## config.mk

```make
export PLATFORM = sky130hd
export DESIGN_NAME = adc_sensor_conversion_pipeline
export DESIGN_NICKNAME = d
export VERILOG_FILES = /design/src/design/adcs_pkg.sv /design/src/design/adcs_div.sv /design/src/design/adcs_front.sv /design/src/design/adcs_queue.sv /design/src/design/adcs_back.sv /design/src/design/adc_sensor_conversion_pipeline.sv
export SDC_FILE = /design/constraint.sdc
export NUM_CORES = 2
export LEC_CHECK = 0
export BUFFER_PORTS_ARGS = -buffer_cell sky130_fd_sc_hd__clkbuf_2
export CORE_UTILIZATION = 66
export DETAILED_ROUTE_END_ITERATION = 7
export PLACE_DENSITY_LB_ADDON = 0.08
export SYNTH_ARGS = -nofsm -noshare
export SYNTH_HDL_FRONTEND = slang
export SYNTH_HIERARCHICAL = 1
export SYNTH_SLANG_ARGS = --single-unit
```

## constraint.sdc

```tcl
create_clock -name clk -period 14.2 [get_ports clk]
set_input_delay 0.71 -clock clk [delete_from_list [all_inputs] [get_ports clk]]
set_output_delay 0.71 -clock clk [all_outputs]
set_load 0.005 [all_outputs]
```

## src/design/adcs_pkg.sv

```systemverilog
// ----------------------------------------------------------------------------
// adcs_pkg
// Types, constants and helper functions shared by the ADC conversion blocks.
// ----------------------------------------------------------------------------
package adcs_pkg;

	// ADC resolution and derived full scale
	localparam int AdcBits  = 12;
	localparam int FsW      = 16;
	localparam logic [FsW-1:0] AdcFs = FsW'((1 << AdcBits) - 1);
	localparam int ShR      = (AdcBits >= 12) ? AdcBits - 12 : 0;
	localparam int ShL      = (AdcBits < 12) ? 12 - AdcBits : 0;

	// shared divider geometry
	localparam int DvdW     = 48;
	localparam int DvsW     = 16;
	localparam int DivSteps = DvdW / 2;
	localparam int DivCntW  = $clog2(DivSteps + 1);

	// configuration register indexes
	localparam int CfgIdxW  = 3;
	localparam int CfgDataW = 16;
	localparam logic [CfgIdxW-1:0] REG_VREF_CAL_CODE = 3'd0;
	localparam logic [CfgIdxW-1:0] REG_VREF_CAL_MV   = 3'd1;
	localparam logic [CfgIdxW-1:0] REG_TS_CAL_LOW    = 3'd2;
	localparam logic [CfgIdxW-1:0] REG_TS_CAL_HIGH   = 3'd3;
	localparam logic [CfgIdxW-1:0] REG_TS_CAL_MV     = 3'd4;
	localparam logic [CfgIdxW-1:0] REG_TEMP_OFFSET   = 3'd5;
	localparam logic [CfgIdxW-1:0] REG_TEMP_DECIM    = 3'd6;

	// state of charge curve, segment i runs from SocMv[i+1] to SocMv[i]
	localparam int SocPts = 7;
	localparam logic [11:0] SocMv  [SocPts] = '{12'd3200, 12'd3000, 12'd2800,
		12'd2600, 12'd2400, 12'd2200, 12'd2000};
	localparam logic [6:0]  SocPct [SocPts] = '{7'd100, 7'd100, 7'd85, 7'd60,
		7'd35, 7'd10, 7'd0};
	localparam logic [7:0]  SocSegMv = 8'd200;

	typedef struct packed {
		logic        motor_enable;
		logic [11:0] vref_sample;
		logic [11:0] motor_sample;
		logic [11:0] temp_sample;
		logic [11:0] vbat_sample;
	} adcs_in_t;

	typedef struct packed {
		logic               motor_valid;
		logic [13:0]        motor_current_ma;
		logic               temp_valid;
		logic signed [11:0] temperature_tenths;
		logic [13:0]        battery_mv;
		logic [6:0]         charge_level;
	} adcs_out_t;

	// classified item between front and back
	typedef struct packed {
		logic     meas;
		adcs_in_t item;
	} adcs_task_t;

	typedef struct packed {
		logic [11:0]       vrefint_cal_code;
		logic [11:0]       vrefint_cal_mv;
		logic [11:0]       ts_cal_low_code;
		logic [11:0]       ts_cal_high_code;
		logic [11:0]       ts_cal_mv;
		logic signed [9:0] temp_offset_tenths;
		logic [15:0]       temp_decimation;
	} adcs_cfg_t;

	typedef struct packed {
		logic [6:0] sl;
		logic [4:0] dsl;
		logic [11:0] vl;
	} adcs_seg_t;

	typedef enum logic [3:0] {
		B_IDLE, B_SUP, B_MVM, B_CUR, B_SCL, B_TMP, B_MVB, B_SOC, B_DONE
	} adcs_bstate_t;

	// sample limited to the converter resolution
	function automatic logic [11:0] adc_mask(input logic [11:0] x);
		return x & AdcFs[11:0];
	endfunction

	// sample rescaled to 12 bits
	function automatic logic [11:0] to12(input logic [11:0] x);
		logic [15:0] t;
		t = ({4'd0, adc_mask(x)} >> ShR) << ShL;
		return t[11:0];
	endfunction

	// curve segment holding v (2000 < v < 3200)
	function automatic adcs_seg_t soc_seg(input logic [25:0] v);
		adcs_seg_t s;
		s = '0;
		for (int i = SocPts - 2; i >= 0; i--) begin
			if (v >= {14'd0, SocMv[i+1]}) begin
				s.vl  = SocMv[i+1];
				s.sl  = SocPct[i+1];
				s.dsl = 5'(SocPct[i] - SocPct[i+1]);
			end
		end
		return s;
	endfunction

endpackage

```

## src/design/adcs_div.sv

```systemverilog
// ----------------------------------------------------------------------------
// adcs_div
// Shared unsigned divider, radix 4 restoring, two quotient bits per cycle.
// ----------------------------------------------------------------------------
module adcs_div (
	input  logic                       clk,
	input  logic                       arst_n,
	input  logic                       start,
	input  logic [adcs_pkg::DvdW-1:0]  dividend,
	input  logic [adcs_pkg::DvsW-1:0]  divisor,
	output logic                       done,
	output logic [adcs_pkg::DvdW-1:0]  quotient
);
	import adcs_pkg::*;

	logic                busy_q;
	logic                done_q;
	logic [DivCntW-1:0]  cnt_q;
	logic [DvdW-1:0]     quo_q;
	logic [DvsW-1:0]     rem_q;
	logic [DvsW-1:0]     dvs_q;
	logic [DvdW-1:0]     quo_nx;
	logic [DvsW-1:0]     rem_nx;

	// two restoring steps per cycle
	always_comb begin
		logic [DvsW:0] r;
		quo_nx = quo_q;
		rem_nx = rem_q;
		for (int k = 0; k < 2; k++) begin
			r = {rem_nx, quo_nx[DvdW-1]};
			quo_nx = {quo_nx[DvdW-2:0], 1'b0};
			if (r >= {1'b0, dvs_q}) begin
				r = r - {1'b0, dvs_q};
				quo_nx[0] = 1'b1;
			end
			rem_nx = r[DvsW-1:0];
		end
	end

	always_ff @(posedge clk or negedge arst_n) begin
		if (!arst_n) begin
			busy_q <= 1'b0;
			done_q <= 1'b0;
			cnt_q  <= '0;
		end else begin
			done_q <= 1'b0;
			if (start) begin
				busy_q <= 1'b1;
				cnt_q  <= DivCntW'(DivSteps);
			end else if (busy_q) begin
				cnt_q <= cnt_q - 1'b1;
				if (cnt_q == DivCntW'(1)) begin
					busy_q <= 1'b0;
					done_q <= 1'b1;
				end
			end
		end
	end

	always_ff @(posedge clk) begin
		if (start) begin
			quo_q <= dividend;
			rem_q <= '0;
			dvs_q <= divisor;
		end else if (busy_q) begin
			quo_q <= quo_nx;
			rem_q <= rem_nx;
		end
	end

	assign done     = done_q;
	assign quotient = quo_q;
endmodule

```

## src/design/adcs_front.sv

```systemverilog
// ----------------------------------------------------------------------------
// adcs_front
// Accepts ticks, decides whether the tick measures temperature and battery.
// ----------------------------------------------------------------------------
module adcs_front (
	input  logic                 clk,
	input  logic                 arst_n,
	input  logic                 in_valid,
	output logic                 in_stall,
	input  adcs_pkg::adcs_in_t   in_item,
	input  logic [15:0]          temp_decimation,
	input  logic                 q_full,
	output logic                 push,
	output adcs_pkg::adcs_task_t push_task
);
	import adcs_pkg::*;

	logic [15:0] dcnt_q;
	logic        meas;
	logic [15:0] dcnt_base;

	// decimation decision
	always_comb begin
		meas = !in_item.motor_enable || (temp_decimation == '0) ||
			(dcnt_q >= temp_decimation);
		dcnt_base = meas ? 16'd0 : dcnt_q;
	end

	assign in_stall       = q_full;
	assign push           = in_valid && !q_full;
	assign push_task.meas = meas;
	assign push_task.item = in_item;

	// tick counter, saturating
	always_ff @(posedge clk or negedge arst_n) begin
		if (!arst_n) begin
			dcnt_q <= 16'hFFFF;
		end else if (push) begin
			if (!in_item.motor_enable)
				dcnt_q <= '0;
			else if (dcnt_base != 16'hFFFF)
				dcnt_q <= dcnt_base + 1'b1;
			else
				dcnt_q <= dcnt_base;
		end
	end
endmodule

```

## src/design/adcs_queue.sv

```systemverilog
// ----------------------------------------------------------------------------
// adcs_queue
// Two-entry item queue between front and back.
// ----------------------------------------------------------------------------
module adcs_queue (
	input  logic                 clk,
	input  logic                 arst_n,
	input  logic                 push,
	input  adcs_pkg::adcs_task_t push_task,
	output logic                 full,
	input  logic                 pop,
	output logic                 q_valid,
	output adcs_pkg::adcs_task_t q_task
);
	import adcs_pkg::*;

	adcs_task_t ent_q [2];
	logic       wp_q;
	logic       rp_q;
	logic [1:0] cnt_q;

	assign full    = (cnt_q == 2'd2);
	assign q_valid = (cnt_q != 2'd0);
	assign q_task  = ent_q[rp_q];

	always_ff @(posedge clk or negedge arst_n) begin
		if (!arst_n) begin
			wp_q  <= 1'b0;
			rp_q  <= 1'b0;
			cnt_q <= '0;
		end else begin
			if (push)
				wp_q <= ~wp_q;
			if (pop)
				rp_q <= ~rp_q;
			if (push && !pop)
				cnt_q <= cnt_q + 1'b1;
			else if (pop && !push)
				cnt_q <= cnt_q - 1'b1;
		end
	end

	always_ff @(posedge clk) begin
		if (push)
			ent_q[wp_q] <= push_task;
	end
endmodule

```

## src/design/adcs_back.sv

```systemverilog
// ----------------------------------------------------------------------------
// adcs_back
// Conversion sequencer: supply, current, temperature, battery, charge.
// ----------------------------------------------------------------------------
module adcs_back (
	input  logic                 clk,
	input  logic                 arst_n,
	input  adcs_pkg::adcs_cfg_t  cfg,
	input  logic                 q_valid,
	input  adcs_pkg::adcs_task_t q_task,
	output logic                 pop,
	output logic                 out_valid,
	input  logic                 out_stall,
	output adcs_pkg::adcs_out_t  out_item
);
	import adcs_pkg::*;

	adcs_bstate_t state_q, state_nx;
	adcs_task_t   task_q;
	logic         started_q;
	logic [23:0]  supply_q;
	logic [23:0]  mv_q;
	logic [13:0]  ma_q;
	logic [35:0]  scaled_q;
	logic signed [11:0] temp_q;
	logic [25:0]  bat_q;
	logic [6:0]   soc_q;
	logic         out_valid_q;
	adcs_out_t    out_q;

	logic             div_start;
	logic [DvdW-1:0]  div_dvd;
	logic [DvsW-1:0]  div_dvs;
	logic             div_done;
	logic [DvdW-1:0]  div_quo;

	logic [11:0]  vref12, m12, t12, v12;
	logic signed [12:0] den;
	logic signed [36:0] diff;
	logic signed [47:0] num;
	logic         neg;
	logic signed [49:0] tq;
	logic signed [49:0] tsum;
	logic signed [11:0] tclamp;
	logic signed [49:0] tbase;
	logic [29:0]  ma_full;
	adcs_seg_t    seg;
	logic         out_free;
	logic         adv;

	assign vref12 = to12(task_q.item.vref_sample);
	assign m12    = adc_mask(task_q.item.motor_sample);
	assign t12    = to12(task_q.item.temp_sample);
	assign v12    = adc_mask(task_q.item.vbat_sample);
	assign out_free = !out_valid_q || !out_stall;

	// temperature numerator, sign and clamp; current and charge segment
	always_comb begin
		den  = $signed({1'b0, cfg.ts_cal_high_code}) - $signed({1'b0, cfg.ts_cal_low_code});
		diff = $signed({1'b0, scaled_q}) - $signed({25'd0, cfg.ts_cal_low_code});
		num  = 48'(diff) * 48'sd1000;
		neg  = num[47] ^ den[12];
		tq   = neg ? -$signed({2'b0, div_quo}) : $signed({2'b0, div_quo});
		tbase = (den == '0) ? 50'sd0 : tq;
		tsum = tbase + 50'sd300 + 50'(cfg.temp_offset_tenths);
		if (tsum < -50'sd1000)
			tclamp = -12'sd1000;
		else if (tsum > 50'sd2000)
			tclamp = 12'sd2000;
		else
			tclamp = tsum[11:0];
		ma_full = div_quo[29:0];
		seg     = soc_seg(bat_q);
	end

	// next state and divider requests
	always_comb begin
		state_nx  = state_q;
		div_start = 1'b0;
		div_dvd   = '0;
		div_dvs   = DvsW'(1);
		pop       = 1'b0;
		adv       = 1'b0;
		case (state_q)
			B_IDLE: begin
				if (q_valid) begin
					pop      = 1'b1;
					state_nx = B_SUP;
				end
			end
			B_SUP: begin
				div_dvd = DvdW'(cfg.vrefint_cal_mv * cfg.vrefint_cal_code);
				div_dvs = DvsW'(vref12);
				if (vref12 == '0)
					adv = 1'b1;
				else if (!started_q)
					div_start = 1'b1;
				else if (div_done)
					adv = 1'b1;
				if (adv)
					state_nx = B_MVM;
			end
			B_MVM: begin
				div_dvd = DvdW'(supply_q * m12);
				div_dvs = AdcFs;
				if (!task_q.item.motor_enable) begin
					state_nx = task_q.meas ? B_SCL : B_DONE;
				end else if (!started_q) begin
					div_start = 1'b1;
				end else if (div_done) begin
					adv      = 1'b1;
					state_nx = B_CUR;
				end
			end
			B_CUR: begin
				div_dvd = DvdW'({6'd0, mv_q} * 30'd50);
				div_dvs = DvsW'(11);
				if (!started_q) begin
					div_start = 1'b1;
				end else if (div_done) begin
					adv      = 1'b1;
					state_nx = task_q.meas ? B_SCL : B_DONE;
				end
			end
			B_SCL: begin
				div_dvd = DvdW'(t12 * supply_q);
				div_dvs = DvsW'(cfg.ts_cal_mv);
				if (cfg.ts_cal_mv == '0)
					adv = 1'b1;
				else if (!started_q)
					div_start = 1'b1;
				else if (div_done)
					adv = 1'b1;
				if (adv)
					state_nx = B_TMP;
			end
			B_TMP: begin
				div_dvd = num[47] ? DvdW'(-num) : DvdW'(num);
				div_dvs = den[12] ? DvsW'(-den) : DvsW'(den);
				if (den == '0)
					adv = 1'b1;
				else if (!started_q)
					div_start = 1'b1;
				else if (div_done)
					adv = 1'b1;
				if (adv)
					state_nx = B_MVB;
			end
			B_MVB: begin
				div_dvd = DvdW'(supply_q * v12);
				div_dvs = AdcFs;
				if (!started_q) begin
					div_start = 1'b1;
				end else if (div_done) begin
					adv      = 1'b1;
					state_nx = B_SOC;
				end
			end
			B_SOC: begin
				div_dvd = DvdW'((bat_q - {14'd0, seg.vl}) * {21'd0, seg.dsl});
				div_dvs = DvsW'(SocSegMv);
				if (bat_q >= 26'(SocMv[0]) || bat_q <= 26'(SocMv[SocPts-1]))
					adv = 1'b1;
				else if (!started_q)
					div_start = 1'b1;
				else if (div_done)
					adv = 1'b1;
				if (adv)
					state_nx = B_DONE;
			end
			B_DONE: begin
				if (out_free) begin
					adv      = 1'b1;
					state_nx = B_IDLE;
				end
			end
			default: state_nx = B_IDLE;
		endcase
	end

	adcs_div u_div (
		.clk      (clk),
		.arst_n   (arst_n),
		.start    (div_start),
		.dividend (div_dvd),
		.divisor  (div_dvs),
		.done     (div_done),
		.quotient (div_quo)
	);

	always_ff @(posedge clk or negedge arst_n) begin
		if (!arst_n) begin
			state_q     <= B_IDLE;
			started_q   <= 1'b0;
			out_valid_q <= 1'b0;
		end else begin
			state_q <= state_nx;
			if (div_start)
				started_q <= 1'b1;
			else if (adv || state_nx != state_q)
				started_q <= 1'b0;
			if (state_q == B_DONE && out_free)
				out_valid_q <= 1'b1;
			else if (!out_stall)
				out_valid_q <= 1'b0;
		end
	end

	// datapath captures
	always_ff @(posedge clk) begin
		case (state_q)
			B_IDLE: begin
				if (pop)
					task_q <= q_task;
				ma_q <= '0;
			end
			B_SUP: begin
				if (adv)
					supply_q <= (vref12 == '0) ? {12'd0, cfg.ts_cal_mv} : div_quo[23:0];
			end
			B_MVM: begin
				if (adv)
					mv_q <= div_quo[23:0];
			end
			B_CUR: begin
				if (adv)
					ma_q <= (ma_full > 30'd16383) ? 14'd16383 : ma_full[13:0];
			end
			B_SCL: begin
				if (adv)
					scaled_q <= (cfg.ts_cal_mv == '0) ? {24'd0, t12} : div_quo[35:0];
			end
			B_TMP: begin
				if (adv)
					temp_q <= tclamp;
			end
			B_MVB: begin
				if (adv)
					bat_q <= 26'(div_quo[23:0]) * 26'd3;
			end
			B_SOC: begin
				if (adv) begin
					if (bat_q >= 26'(SocMv[0]))
						soc_q <= SocPct[0];
					else if (bat_q <= 26'(SocMv[SocPts-1]))
						soc_q <= SocPct[SocPts-1];
					else
						soc_q <= seg.sl + div_quo[6:0];
				end
			end
			B_DONE: begin
				if (out_free) begin
					out_q.motor_valid        <= task_q.item.motor_enable;
					out_q.motor_current_ma   <= ma_q;
					out_q.temp_valid         <= task_q.meas;
					out_q.temperature_tenths <= task_q.meas ? temp_q : 12'sd0;
					out_q.battery_mv <= !task_q.meas ? 14'd0 :
						(bat_q > 26'd12000) ? 14'd12000 : bat_q[13:0];
					out_q.charge_level <= task_q.meas ? soc_q : 7'd0;
				end
			end
			default: ;
		endcase
	end

	assign out_valid = out_valid_q;
	assign out_item  = out_q;
endmodule

```

## src/design/adc_sensor_conversion_pipeline.sv

```systemverilog
// ----------------------------------------------------------------------------
// adc_sensor_conversion_pipeline
// Calibrated ADC conversion: motor current, temperature, battery and charge.
// ----------------------------------------------------------------------------
// Usage:
//  in channel (in_valid/in_stall/in_item): one sampling tick per item.
//  out channel (out_valid/out_stall/out_item): one result item per tick.
//  cfg channel (cfg_valid/cfg_ready/cfg_index/cfg_data): register writes,
//  always ready; indexes past the register list are dropped.
//  The front passes each tick into a two-entry queue; the back
//  works it through a shared radix-4 divider, up to seven divisions a
//  tick (supply, motor mV, current, temperature scale, temperature,
//  battery mV, charge); the queue takes new ticks while the back works
//  on an earlier one.
//  Reset returns the calibration registers to their defaults, empties the
//  queue and the output register, and arms the decimation counter so the
//  first motor-on tick measures at once.
//  When the receiver stalls, the result holds in the output register, the
//  back finishes the next tick and waits, and the queue then fills and
//  stalls the input.
// ----------------------------------------------------------------------------
module adc_sensor_conversion_pipeline (
	input  logic                           clk,
	input  logic                           arst_n,
	input  logic                           in_valid,
	output logic                           in_stall,
	input  adcs_pkg::adcs_in_t             in_item,
	output logic                           out_valid,
	input  logic                           out_stall,
	output adcs_pkg::adcs_out_t            out_item,
	input  logic                           cfg_valid,
	output logic                           cfg_ready,
	input  logic [adcs_pkg::CfgIdxW-1:0]   cfg_index,
	input  logic [adcs_pkg::CfgDataW-1:0]  cfg_data
);
	import adcs_pkg::*;

	adcs_cfg_t  cfg_q;
	logic       push, q_full, pop, q_valid;
	adcs_task_t push_task, q_task;

	assign cfg_ready = 1'b1;

	// configuration registers
	always_ff @(posedge clk or negedge arst_n) begin
		if (!arst_n) begin
			cfg_q.vrefint_cal_code   <= 12'd1500;
			cfg_q.vrefint_cal_mv     <= 12'd3600;
			cfg_q.ts_cal_low_code    <= 12'd1034;
			cfg_q.ts_cal_high_code   <= 12'd1370;
			cfg_q.ts_cal_mv          <= 12'd3000;
			cfg_q.temp_offset_tenths <= 10'sd0;
			cfg_q.temp_decimation    <= 16'd10;
		end else if (cfg_valid && cfg_ready) begin
			case (cfg_index)
				REG_VREF_CAL_CODE: cfg_q.vrefint_cal_code   <= cfg_data[11:0];
				REG_VREF_CAL_MV:   cfg_q.vrefint_cal_mv     <= cfg_data[11:0];
				REG_TS_CAL_LOW:    cfg_q.ts_cal_low_code    <= cfg_data[11:0];
				REG_TS_CAL_HIGH:   cfg_q.ts_cal_high_code   <= cfg_data[11:0];
				REG_TS_CAL_MV:     cfg_q.ts_cal_mv          <= cfg_data[11:0];
				REG_TEMP_OFFSET:   cfg_q.temp_offset_tenths <= cfg_data[9:0];
				REG_TEMP_DECIM:    cfg_q.temp_decimation    <= cfg_data;
				default: ;
			endcase
		end
	end

	adcs_front u_front (
		.clk             (clk),
		.arst_n          (arst_n),
		.in_valid        (in_valid),
		.in_stall        (in_stall),
		.in_item         (in_item),
		.temp_decimation (cfg_q.temp_decimation),
		.q_full          (q_full),
		.push            (push),
		.push_task       (push_task)
	);

	adcs_queue u_queue (
		.clk       (clk),
		.arst_n    (arst_n),
		.push      (push),
		.push_task (push_task),
		.full      (q_full),
		.pop       (pop),
		.q_valid   (q_valid),
		.q_task    (q_task)
	);

	adcs_back u_back (
		.clk       (clk),
		.arst_n    (arst_n),
		.cfg       (cfg_q),
		.q_valid   (q_valid),
		.q_task    (q_task),
		.pop       (pop),
		.out_valid (out_valid),
		.out_stall (out_stall),
		.out_item  (out_item)
	);
endmodule

```

==> results.md <==
- Worst Path Required: 14.64 ns
- Post-synth EDFFs: 406
- Total die area: 121400 um^2
- Buffer type at the clock tree root: clkbuf_16
- Slew at the pin closest to its max-slew limit: 1.363 ns
- Most used cell along the critical path: inv_1
- Port bufs: 123
- Post-place instance area: 81170 um^2
- Largest fanout of any net on the critical path: 22
- Post-synth design cell area: 79190 um^2
- Detailed-router iteration count before antenna repair: 8
- Worst reg-to-reg setup slack: 0.73 ns
- Post-route cell area: 83120 um^2
- Wire length of the first global-routing pass: 359.3 mm
- HPWL after DPL: 180.2 mm
- Number of nets with antenna violations after routing: 0
- Synth async-reset ratio: 22.00%
- Sequential-to-total area share from yosys stat: 19.63%
- Area inside the core boundary: 118600 um^2
- Average wire length per cell after detail routing: 23.11 um
- Die width: 348.4 um
- Row count: 126
- Worst slew margin: 8.770%
- Number of antenna violations at the first check in global routing: 19
- Data arrival time of the critical path: 13.90 ns
- Maximum level of the CTS H-tree: 2
- Leading area contributor after synthesis: fa_1
- Largest stage delay on the critical path: 0.60 ns
- Clock Skew: 0.07325 ns
- Setup Crit Path Kind: register to register
- Total length of routed wires: 233.3 mm
- Launching point of the worst reg2reg path: cfg_q[51]
- Total of flip-flops plus latches after synthesis: 541
- Most frequently used flop master after synthesis: edfxtp_1
- Final Hold Violating Endpoints: 0
- CTS Sinks: 541
- Yosys warning count: 6
- Run status: complete, no violations
- Clock slew at reported path FFs: 0.07 ns
- Largest net degree at the start of global routing: 65
- CTS tree: yes
- Worst Reg-to-Reg Cells: 52
- Number of distinct library cells after synthesis: 121
- Fmax achieved: 0.07425 GHz
- CP Buf/Inv Count: 7
- GRT Total Usage: 38.77%
- Number of maximum-capacitance constraint violations: 0
- Kind of capture point of the worst setup path: register
- Final setup violation count: 0
- Ratio of final minimum period to clock period: 94.84%
- Final estimated routing congestion in global placement: 1.011
- Final min period: 13.47 ns
- Height of the die: 348.4 um
- Kind of cell adding the most delay to the critical path: simple AND/OR/NAND/NOR gates
- Yosys top cell area share: 25.10%
- Worst flop-to-flop path endpoint: u_back/temp_q[4]
- Top cells by area in the synthesized netlist: fa_1 (25%), edfxtp_1 (15%), ha_1 (12%)
- Hold WC Path Type: primary input to async pin
- Num ports: 125
- Worst Setup SP: cfg_q[51]
- Area Overhead vs Synth: 4.965%
- Crit path launch type: register
- Total grt overflow: 0
- Filler Cell Count: 9310
- Final net count: 10270
- TritonCTS Buffers: 58
- Clock latency on the worst-skew pair: 0.69 ns
- Initial standard-cell utilization of the core: 66.79%
- Post-route DRC violation count: 0
- Post-Synthesis Mean Instance Area: 9.300 um^2
- Library cell contributing the largest single delay on the critical path: or4_1
- Vias: 62380
- Initial DRC Count: 6136
- Final count of pins violating max slew: 0
- Clock Path Buffers: 3
- Layout cell share with drive strength beyond 1: 8.729%
- Number of global-route vias before repair: 62000
- CTS Hold Bufs: 0
- Post-synthesis instance total: 8515
- Per-cell via count in the routed design: 6.180
==> flip-flops by register name, indices dropped and copies added (netlist names), 14 cells and up <==
signal and flops:
u_back/u_div/dvs_q 16, u_back/ma_q 14, u_back/supply_q 24, u_back/bat_q 26, u_queue/ent_q 100, u_back/u_div/rem_q 16
u_back/u_div/quotient 48, cfg_q 86, u_back/mv_q 24, u_back/out_item 49, u_back/scaled_q 36, u_front/dcnt_q 16
==> per-layer routing <==
| metal | global-route usage, % | share of wire [%] | vias up |
|---|---|---|---|
| met5 | 0 | 0.046 | - |
| met4 | 15.58 | 4.6 | 16 |
| met3 | 9.103 | 11 | 561 |
| met2 | 58.12 | 43 | 3141 |
| met1 | 54.43 | 41 | 30880 |
| li1 | - | - | 27780 |
==> metrics by stage <==
stage	hold WS [ns]	utilization [%]	worst slack (ns)	cells	TNS, ns
floorplan	0.4003	-	2.101	8518	0
global placement	0.4007	68.47	0.7004	9983	0
detailed placement	0.4054	68.47	0.4562	9983	0
CTS	0.09004	70.01	0.3092	10090	0
global route	0.1361	70.11	-0.03278	10090	-0.05485
finish	0.09904	70.11	0.7321	10090	0
==> cells by family after synthesis <==
logic type	count (synthesis)	share of synthesized area (%)
mux	224	3.558
other cells	2	0.009484
fa+ha+maj	1761	37.23
simple gates	2464	14.86
xor+xnor	454	5.040
buf+inv	1751	8.784
flops	541	19.63
compound gates	1318	10.89
==> worst max-delay path by stage <==
| stage | cells after the start | to |
|---|---|---|
| after floorplan | 55 | u_back/temp_q[10] |
| after global placement | 53 | u_back/temp_q[10] |
| final | 52 | u_back/temp_q[4] |
| after CTS | 54 | u_back/temp_q[4] |
| after global routing | 53 | u_back/temp_q[4] |
| after detailed placement | 54 | u_back/temp_q[4] |
==> area by class of cell <==
cell class,count,area [um^2],share of cell area (%)
Timing Repair Buffer,270,1734,2.086
Clock buffer,75,1578,1.898
Sequential cell,541,15550,18.71
Clock inverter,30,252.7,0.3041
Inverter,1347,5056,6.083
Multi-Input combinational cell,6226,56940,68.50
Tap cell,1600,2002,2.409
Antenna cell,4,10.01,0.01204
==> timing repair <==
item / 4_1_cts / 5_1_grt
setup endpoints to repair: 0 / 12
resized for setup: 0 / 16
setup buffers: 0 / 1
==> layout by cell type, fill, tap and decap left out, drive strengths merged, types with 37 or more instances in the layout <==
cell,Yosys,routed
a211oi,56,56
a21o,138,138
a21oi,349,349
a31oi,73,73
and2,336,336
and3,47,47
buf,86,148
clkbuf,318,197
dfrtp,74,74
dfstp,45,45
edfxtp,406,406
fa,993,993
ha,764,764
inv,1346,1353
mux2,210,210
nand2,1100,1100
nand2b,61,61
nand3,92,92
nand4,52,52
nor2,383,383
nor2b,76,76
nor3,121,121
nor4,37,37
o21a,54,54
o21ai,280,280
o21bai,41,41
or3,50,50
xnor2,279,279
xor2,175,175
==> cells in the mapped netlist (all sizes together) (45+ instances only) <==
cell type and n:
inv 1346, nand2 1100, fa 993, ha 764
edfxtp 406, nor2 383, a21oi 349, and2 336
clkbuf 318, o21ai 280, xnor2 279, mux2 210
xor2 175, a21o 138, nor3 121, nand3 92
buf 86, nor2b 76, dfrtp 74, a31oi 73
nand2b 61, a211oi 56, o21a 54, nand4 52
or3 50, and3 47, dfstp 45
Power is left out: the tool's default activity adds up to more than one toggle a clock period on the data nets, which glitch-free logic cannot reach.
